`src/mbd_pkg.sv`:
```
// Shared types and constants of the multi-button debouncer.
// Used by every module of the block; it depends on nothing else.
`default_nettype none

package mbd_pkg;

    // Number of channels that are really debounced, from 1 to 3.
    localparam int NUM_CHANNELS = 3;
    // Channel slots that the ports always carry.
    localparam int CHAN_SLOTS   = 3;
    localparam int COUNT_W      = 8;
    localparam int CFG_IDX_W    = 2;

    typedef logic [COUNT_W-1:0]    count_t;
    typedef logic [CHAN_SLOTS-1:0] chan_mask_t;
    typedef logic [CFG_IDX_W-1:0]  cfg_idx_t;

    // Register indexes of the configuration port.
    localparam cfg_idx_t REG_SETTLE_LIMIT_0 = 2'd0;
    localparam cfg_idx_t REG_SETTLE_LIMIT_1 = 2'd1;
    localparam cfg_idx_t REG_SETTLE_LIMIT_2 = 2'd2;

    // Settle limits after reset.
    localparam count_t LIMIT_RESET_0 = 8'd20;
    localparam count_t LIMIT_RESET_1 = 8'd20;
    localparam count_t LIMIT_RESET_2 = 8'd2;

    // What one lane reports for one tick.
    typedef struct packed {
        logic rise;
        logic fall;
    } lane_evt_t;

endpackage

`default_nettype wire

```
`src/mbd_lane.sv`:
```
// One debounce lane: level history, settle counter and pending flag of a channel.
// Depends on mbd_pkg for the counter type and the event struct.
`default_nettype none

module mbd_lane (
    input  wire logic            aclk,
    input  wire logic            aresetn,
    input  wire logic            advance,
    input  wire logic            level,
    input  wire mbd_pkg::count_t limit,
    output mbd_pkg::lane_evt_t   evt
);

    logic            last_level_reg, last_level_next;
    logic            pending_reg, pending_next;
    mbd_pkg::count_t count_reg, count_next;

    always_comb begin
        last_level_next = level;
        pending_next    = pending_reg;
        count_next      = count_reg;
        evt.rise        = 1'b0;
        evt.fall        = 1'b0;
        if (level != last_level_reg) begin
            count_next   = '0;
            pending_next = 1'b1;
        end else if (count_reg < limit) begin
            count_next = count_reg + mbd_pkg::count_t'(1);
        end else if (pending_reg) begin
            // Stable long enough: report the settled level once.
            pending_next = 1'b0;
            count_next   = '0;
            evt.rise     = level;
            evt.fall     = ~level;
        end
    end

    always_ff @(posedge aclk) begin
        if (!aresetn) begin
            last_level_reg <= 1'b0;
            pending_reg    <= 1'b0;
            count_reg      <= '0;
        end else if (advance) begin
            last_level_reg <= last_level_next;
            pending_reg    <= pending_next;
            count_reg      <= count_next;
        end
    end

endmodule

`default_nettype wire

```
`src/mbd_merge.sv`:
```
// Merging stage: packs the lane events into masks and holds them in the output register.
// Depends on mbd_pkg for the event struct and mask type.
`default_nettype none

module mbd_merge (
    input  wire logic               aclk,
    input  wire logic               aresetn,
    input  wire logic               load,
    input  wire mbd_pkg::lane_evt_t lane_evt [mbd_pkg::CHAN_SLOTS],
    output logic                    can_load,
    output logic                    m_valid,
    input  wire logic               m_ready,
    output mbd_pkg::chan_mask_t     m_rise_events,
    output mbd_pkg::chan_mask_t     m_fall_events
);

    logic                valid_reg;
    mbd_pkg::chan_mask_t rise_reg, rise_next;
    mbd_pkg::chan_mask_t fall_reg, fall_next;

    always_comb begin
        for (int k = 0; k < mbd_pkg::CHAN_SLOTS; k++) begin
            rise_next[k] = lane_evt[k].rise;
            fall_next[k] = lane_evt[k].fall;
        end
    end

    // A new tick may enter when no result is held or the held result leaves in the same cycle.
    assign can_load = ~valid_reg | m_ready;

    always_ff @(posedge aclk) begin
        if (!aresetn) begin
            valid_reg <= 1'b0;
        end else if (load) begin
            valid_reg <= 1'b1;
        end else if (m_ready) begin
            valid_reg <= 1'b0;
        end
    end

    always_ff @(posedge aclk) begin
        if (load) begin
            rise_reg <= rise_next;
            fall_reg <= fall_next;
        end
    end

    assign m_valid       = valid_reg;
    assign m_rise_events = rise_reg;
    assign m_fall_events = fall_reg;

endmodule

`default_nettype wire

```
`src/multi_button_debouncer.sv`:
```
// Top level of the multi-button debouncer: settle limit registers, lanes, merging stage.
// Depends on mbd_pkg, mbd_lane and mbd_merge.
//
//   channel   ports                               transfer when
//   input     s_valid s_ready s_pin_levels        s_valid && s_ready
//   result    m_valid m_ready m_rise/fall_events  m_valid && m_ready
//   config    cfg_wr_en cfg_index cfg_data        cfg_wr_en
//
// One tick per cycle while s_ready is high; its result is in the output register in the cycle after the transfer.
// Each lane's level and counter compares and its increment are the only logic between the registers.
// Reset clears every lane and sets the settle limits to 20, 20 and 2.
// While a result waits and m_ready is low, s_ready is low and the lanes hold.
`default_nettype none

module multi_button_debouncer (
    input  wire logic                aclk,
    input  wire logic                aresetn,
    input  wire logic                s_valid,
    output logic                     s_ready,
    input  wire mbd_pkg::chan_mask_t s_pin_levels,
    output logic                     m_valid,
    input  wire logic                m_ready,
    output mbd_pkg::chan_mask_t      m_rise_events,
    output mbd_pkg::chan_mask_t      m_fall_events,
    input  wire logic                cfg_wr_en,
    input  wire mbd_pkg::cfg_idx_t   cfg_index,
    input  wire mbd_pkg::count_t     cfg_data
);

    mbd_pkg::count_t    limit_reg [mbd_pkg::CHAN_SLOTS];
    mbd_pkg::lane_evt_t lane_evt  [mbd_pkg::CHAN_SLOTS];
    logic               can_load;
    logic               accept;

    assign s_ready = can_load;
    assign accept  = s_valid & can_load;

    always_ff @(posedge aclk) begin
        if (!aresetn) begin
            limit_reg[0] <= mbd_pkg::LIMIT_RESET_0;
            limit_reg[1] <= mbd_pkg::LIMIT_RESET_1;
            limit_reg[2] <= mbd_pkg::LIMIT_RESET_2;
        end else if (cfg_wr_en) begin
            unique case (cfg_index)
                mbd_pkg::REG_SETTLE_LIMIT_0: limit_reg[0] <= cfg_data;
                mbd_pkg::REG_SETTLE_LIMIT_1: limit_reg[1] <= cfg_data;
                mbd_pkg::REG_SETTLE_LIMIT_2: limit_reg[2] <= cfg_data;
                default: begin
                    // Writes beyond the last register are dropped.
                end
            endcase
        end
    end

    for (genvar k = 0; k < mbd_pkg::CHAN_SLOTS; k++) begin : g_lane
        if (k < mbd_pkg::NUM_CHANNELS) begin : g_used
            mbd_lane u_lane (
                .aclk    (aclk),
                .aresetn (aresetn),
                .advance (accept),
                .level   (s_pin_levels[k]),
                .limit   (limit_reg[k]),
                .evt     (lane_evt[k])
            );
        end else begin : g_unused
            assign lane_evt[k] = '0;
        end
    end

    mbd_merge u_merge (
        .aclk          (aclk),
        .aresetn       (aresetn),
        .load          (accept),
        .lane_evt      (lane_evt),
        .can_load      (can_load),
        .m_valid       (m_valid),
        .m_ready       (m_ready),
        .m_rise_events (m_rise_events),
        .m_fall_events (m_fall_events)
    );

endmodule

`default_nettype wire
```
`config.mk`:
```
export PLATFORM = sky130hd
export DESIGN_NAME = multi_button_debouncer
export DESIGN_NICKNAME = d
export VERILOG_FILES = /design/src/mbd_pkg.sv /design/src/mbd_lane.sv /design/src/mbd_merge.sv /design/src/multi_button_debouncer.sv
export SDC_FILE = /design/constraint.sdc
export NUM_CORES = 1
export LEC_CHECK = 0
export BUFFER_PORTS_ARGS = -buffer_cell sky130_fd_sc_hd__buf_2
export CAP_MARGIN = 5
export CORE_ASPECT_RATIO = 1.25
export CORE_MARGIN = 10
export CORE_UTILIZATION = 59
export DETAILED_ROUTE_END_ITERATION = 10
export HOLD_SLACK_MARGIN = 0.1
export PLACE_DENSITY = 0.82
export SETUP_SLACK_MARGIN = 0.2
export SYNTH_ARGS = -nofsm -noshare
export SYNTH_HDL_FRONTEND = slang
export SYNTH_SLANG_ARGS = --single-unit
```
`constraint.sdc`:
```
create_clock -name aclk -period 2.45 [get_ports aclk]
set_input_delay 0.245 -clock aclk [delete_from_list [all_inputs] [get_ports aclk]]
set_output_delay 0.245 -clock aclk [all_outputs]
set_load 0.02 [all_outputs]
```
== After elaboration in Yosys (flattened, before gate mapping) ==
Memory sizes are Yosys's and may differ from the RTL's.
Cells that the tools add are included.

* $add $sub $neg: 3
* Multiply operators: 0
* Divide/modulo/power cells: 0
* Order comparisons: 3
* Eq/ne operators: 8
* Shifts and indexed selects: 0
* Multiplexer cells: 33
* Bitwise gates (word level): 12
* Reductions and logical operators: 14

{| class="wikitable"
|+ Operator list
! cell !! number
|-
| 8-bit two-way mux || 12
|-
| 8-bit by 1-bit adder with 8-bit output (second input constant) || 3
|-
| 8-bit less-than comparator || 3
|-
| 1-bit two-way mux || 21
|-
| 2-bit AND reduction || 6
|-
| 3-bit nonzero test || 3
|-
| 3-bit OR reduction || 3
|-
| 1-bit inverter || 7
|-
| 2-bit by 1-bit inequality test with 1-bit output (second input constant) || 3
|-
| 1-bit bitwise OR || 4
|-
| 1-bit inequality test || 3
|-
| 2-bit by 1-bit == test with 1-bit output (second input constant) || 1
|-
| 2-bit == test (second input constant) || 1
|-
| 2-bit logical NOT || 1
|-
| 2-bit nonzero test || 1
|-
| 1-bit bitwise AND || 1
|}

* Flip-flop bits (word level): 37
* Bits in latches: 0
* RAM bits: 24
* ROM bits: 0
* Input port bits: 18
* Output and inout bits: 8
* Logic and storage cells: 90
* Memories kept: 1

{| class="wikitable"
|+ Memories
! name !! words !! bits a word !! rd ports !! clocked after memory_dff !! wr ports !! line !! text
|-
| limit_reg || 3 || 8 || 3 || 0 || 3 || multi_button_debouncer.sv:30 || <nowiki>mbd_pkg::count_t limit_reg [mbd_pkg::CHAN_SLOTS];</nowiki>
|}

== Longest topological paths before layout ==
* Depth after elaboration: 6
* Depth in mapped cells: 7
* Gate-level depth less buffers: 7

== Modules after synthesis ==
A second synthesis with hierarchy kept.

* Cells, all modules: 314
* Area, all modules: 3379.5 sq um

{| class="wikitable"
|+ By module, submodules not included
! module !! times used !! cells an instance !! area an instance (sq um) !! sequential area each (sq um)
|-
| mbd_lane || 3 || 86 || 755.7 || 200.2
|-
| multi_button_debouncer || 1 || 46 || 883.3 || 720.7
|-
| mbd_merge || 1 || 10 || 229.0 || 200.2
|}

== Worst setup path after synthesis ==
Ideal clock, no wire load.

* Path type: flip-flop to flip-flop
* Start: register g_lane[1].g_used.u_lane.count_reg[2]
* End: register g_lane[1].g_used.u_lane.count_reg[4]
* Library setup time: 0.058 ns
* Arrival time: 1.811 ns
* Data required time: 2.392 ns
* Setup slack: 0.581 ns
* Cell stages (with the launch flop): 7
* Path buffers: 0
* Period minus slack after synthesis: 1.869 ns
* Cell sequence: dfxtp_1 -> ha_1 -> a211oi_2 -> o21ai_2 -> a2111oi_4 -> nor3b_2 -> a211o_1

* Cells in the longest elaborated chain, start to end: 3
* Elaborated cells between the ends (all ways): 6
* Classes of those cells: add/sub (1); order compare (1); mux (2); reduce/logical (2)

{| class="wikitable"
|+ RTL lines
! item !! line !! text
|-
| from (decl) || mbd_lane.sv:16 || <nowiki>mbd_pkg::count_t count_reg, count_next;</nowiki>
|-
| from (signal assigned) || mbd_lane.sv:46 || <nowiki>count_reg <= count_next;</nowiki>
|-
| 8-bit by 1-bit adder with 8-bit output or 8-bit less-than comparator (tied branches) || mbd_lane.sv:28, mbd_lane.sv:27 ||
|-
| 8-bit two-way mux or 3-bit nonzero test (tied branches) || n/a ||
|-
| 8-bit two-way mux or 2-bit AND reduction (tied branches) || n/a ||
|}

Parallel ways exist; a longest one is shown, timed or not.
A chain may end at the register's enable or synchronous reset.

== Final worst setup path ==
Ends and elaborated chain as after synthesis.

==> impl_summary.md <==
STA
The final critical-path share of the clock period is 84.7%. The summed negative setup slack over all endpoints is 0 ps. For the final database, setup skew stands at 9.99 ps.

The count of endpoints failing hold in the final timing report is 0. Setup violations remaining at the end of the flow were counted as 0. Setup repair after global routing could not meet its margin everywhere. For the pin with the worst max-slew slack, the measured transition is 598 ps. The clock period minus worst slack is 2080 ps. The total count of max-transition violations in the final report is 0. The peak clock frequency supported by timing is 482 MHz. Measured against its own limit, the worst slew margin works out to 59.9%.

Worst setup path
The endpoint kind of the worst setup timing path is a flop. In this run the register-to-register setup slack is 370 ps. The number of cells on the worst reg-to-reg path is 6.

By startpoint and endpoint, the worst setup path is classified as flop to flop. The worst reg2reg path startpoint is g_lane[1].g_used.u_lane.count_reg[2]$_SDFFE_PN0P_. The critical path startpoint category is a flop.

The worst path required time is 2730 ps. In this run the worst path has a maximum fanout of 9. The capture instance of the worst register-to-register path is g_lane[1].g_used.u_lane.count_reg[4]$_SDFFE_PN0P_. Data on the critical path arrives at its endpoint at ~2400 ps.

Synthesis
The fraction of synthesis flops using an asynchronous set or reset pin is 0%. The synthesized area per cell is around 11 um2. The area share of the largest cell type after synthesis is 28.4%.

The number of nets in the synthesized netlist is 338. The post-synthesis register bit count is 61. The leading register cell type out of synthesis is dfxtp_1. The cell count after synthesis is 296. Sequential elements use 47.9% of the synthesized area.

In this run the cell area of the synthesized design comes to 3180 um2. The unique cell type count in the Yosys netlist is between 40 and 50. The number of synthesized flops with an enable pin is 30.

The Yosys step of the flow raised 0 warnings. The synthesized design spends more area on one cell type than any other, namely edfxtp_1. The cell with the most instances after synthesis is dfxtp_1. In the synthesized netlist, the cells that appear most often are dfxtp_1, edfxtp_1, nand2_1, ha_1, inv_1. Yosys attributes the largest share of cell area to edfxtp_1, dfxtp_1, ha_1, and3_1, nand2_1.

Detailed routing
The detail route stage leaves a number of antenna-violating nets equal to 0. The average vias per placed instance is 5.77. In the final routed layout, each cell accounts on average for approximately 15 um.

The DRC violation count after routing is 0. The final wirelength is 6.12 mm. The total via count after detailed routing is 2304.

The initial detailed-routing violation count is 115. For this run, the detailed router's first-pass iteration total came to 4.

Cells and area
The repair_antennas step left the layout with diodes totalling 0. The share of layout cells above drive strength 1 is 21.7%. The post-route cell area is 3580 um2. The utilization of the core after routing is a little over two thirds.

The net count reported at finish is 374. The area added between synthesis and finish is 12.9%. The filler cells instantiated in the layout total 377.

Across the whole layout, storage elements account for 1520 um2. The multi-input combinational cells in the finished layout cover a total of 1550 um2.

CTS
Once the clock tree was built, the resizer swapped 0 gates to a different size. The later-pin clock latency in the skew report is ~340 ps. The root buffer cell is clkbuf_8.

TritonCTS built the clock tree. The sink count of the clock tree is 61. In this run, post-CTS hold repair placed 0 buffers. The number of H-tree branching levels is 3.

Clock-pin slew was measured on the worst setup and hold paths at 70 ps. No sink is reached through more buffers than the 2 on the longest clock path. The number of setup buffers added after CTS is 0.

The number of buffers created by CTS is 9.

Worst hold path
The path with the worst hold slack has its endpoint at limit_reg[0][17]$_SDFFCE_PP1P_. The tightest min-delay check is of the input pin to flop type. The worst hold path begins at cfg_data[1]. The number of instances on the worst hold path is 2.

Outcome
The run finished with clean final reports.

Power
The maximum vdd ir drop is ~0.36 mV. The reported leakage power is between 0.0015 and 0.002 uW. For this design the ratio of total power to cell area is approximately 620 nW/um2. The post-layout total power is approximately 2200 uW.

Floorplan
The total die area is 8740 um2. The die span in x is 85.6 um. The core region area is 5150 um2. The die height is a little over 100 um. Once the floorplan was initialized, standard cells occupied between 60% and 70% of the core. The placement row count is 29. In this run the count of I/O pins placed on the die edge is 26.

Placed design
The instance area at placement is roughly 3400 um2. At the end of routability-driven placement, the weighted congestion stood at 0.836. Buffers placed on the I/O ports in this run total 25. The placed wire-length estimate after detailed placement is 4.59 mm.

Global route
The largest net degree at the start of global routing is 13. The via count of the first global-routing pass came to 2280. The first global-routing pass estimated 10.4 mm of wire. The remaining global-route overflow is 0. The number of antenna violations at the first check in global routing came to 0.

Global routing consumed, over all layers together, between 10% and 20% of the routing resources.

Job
The max-cap check violation count is 0.
layer usage:
| layer | vias up | routed length, um | track usage, % |
|---|---|---|---|
| li1 | 1164 | - | - |
| met1 | 1081 | 2650 | 16.2 |
| met2 | 45 | 3140 | 25.7 |
| met3 | 14 | 213 | 4.54 |
| met4 | 0 | 114 | 5.96 |
| met5 | - | 0 | 0 |
kinds of logic (layout without fill, tap and decap cells):
group / after synthesis / after routing / share of synthesized area (%)
and+or+nand+nor: 111 / 111 / 19.2
AOI/OAI and AO/OA: 67 / 67 / 18.1
DFF: 61 / 61 / 47.9
buffers and inverters: 27 / 68 / 3.43
adders and majority gates: 24 / 24 / 9.46
xor gates and xnor gates: 3 / 3 / 0.828
muxes: 3 / 3 / 1.06
placed cells by master (no fill, tap or decap), types with 6 or more instances in the layout:
cell / count
dfxtp_1: 31
edfxtp_1: 30
nand2_1: 25
buf_2: 25
inv_1: 24
ha_1: 24
nor2_1: 18
and3_1: 15
a21oi_1: 14
clkbuf_8: 12
nand3_1: 10
nor2b_1: 9
and2_1: 8
a221o_1: 8
o21ai_0: 7
nand2b_1: 6
or2_2: 6
worst max-delay path: stages, from the launching register on:
cell and delay (ps):
dfxtp_1 420, ha_1 290, a211oi_2 250, o21ai_2 130, a2111oi_4 560, nor3b_2 260, a211o_1 110
power by group:
part	internal, uW	leakage (uW)	switching [uW]
registers	1130	0.000549	26.6
logic	75.5	0.000972	128
clock network	514	0.000102	370
total	1710	0.00162	525
per-stage QoR:
stage / worst slack, ps / std cells / hold WS [ps]
after floorplan: 581 / 296 / 374
final: 375 / 399 / 180
after CTS: 327 / 399 / 164
after detailed placement: 350 / 383 / 493
after global placement: 421 / 383 / 477
after global routing: 176 / 399 / 173
layout make-up:
class | instances | area share [%]
inverter | 25 | 2.62
sequential | 61 | 42.4
timing repair buffer | 27 | 3.91
multi-input combinational | 208 | 43.2
tap | 62 | 2.16
clock buffer | 16 | 5.62
worst max-delay path by stage:
stage,slack [ps],endpoint,depth (start not counted),from
finish,370,g_lane[1].g_used.u_lane.count_reg[4]$_SDFFE_PN0P_,6,g_lane[1].g_used.u_lane.count_reg[2]$_SDFFE_PN0P_
global route,180,g_lane[0].g_used.u_lane.count_reg[3]$_SDFFE_PN0P_,6,g_lane[0].g_used.u_lane.count_reg[2]$_SDFFE_PN0P_
CTS,330,g_lane[1].g_used.u_lane.count_reg[4]$_SDFFE_PN0P_,6,g_lane[1].g_used.u_lane.count_reg[2]$_SDFFE_PN0P_
detailed placement,350,g_lane[1].g_used.u_lane.count_reg[4]$_SDFFE_PN0P_,6,g_lane[1].g_used.u_lane.count_reg[2]$_SDFFE_PN0P_
global placement,420,g_lane[1].g_used.u_lane.count_reg[4]$_SDFFE_PN0P_,6,g_lane[1].g_used.u_lane.count_reg[2]$_SDFFE_PN0P_
floorplan,580,g_lane[1].g_used.u_lane.count_reg[4]$_SDFFE_PN0P_,6,g_lane[1].g_used.u_lane.count_reg[2]$_SDFFE_PN0P_
Power figures use the tool's default switching activity.
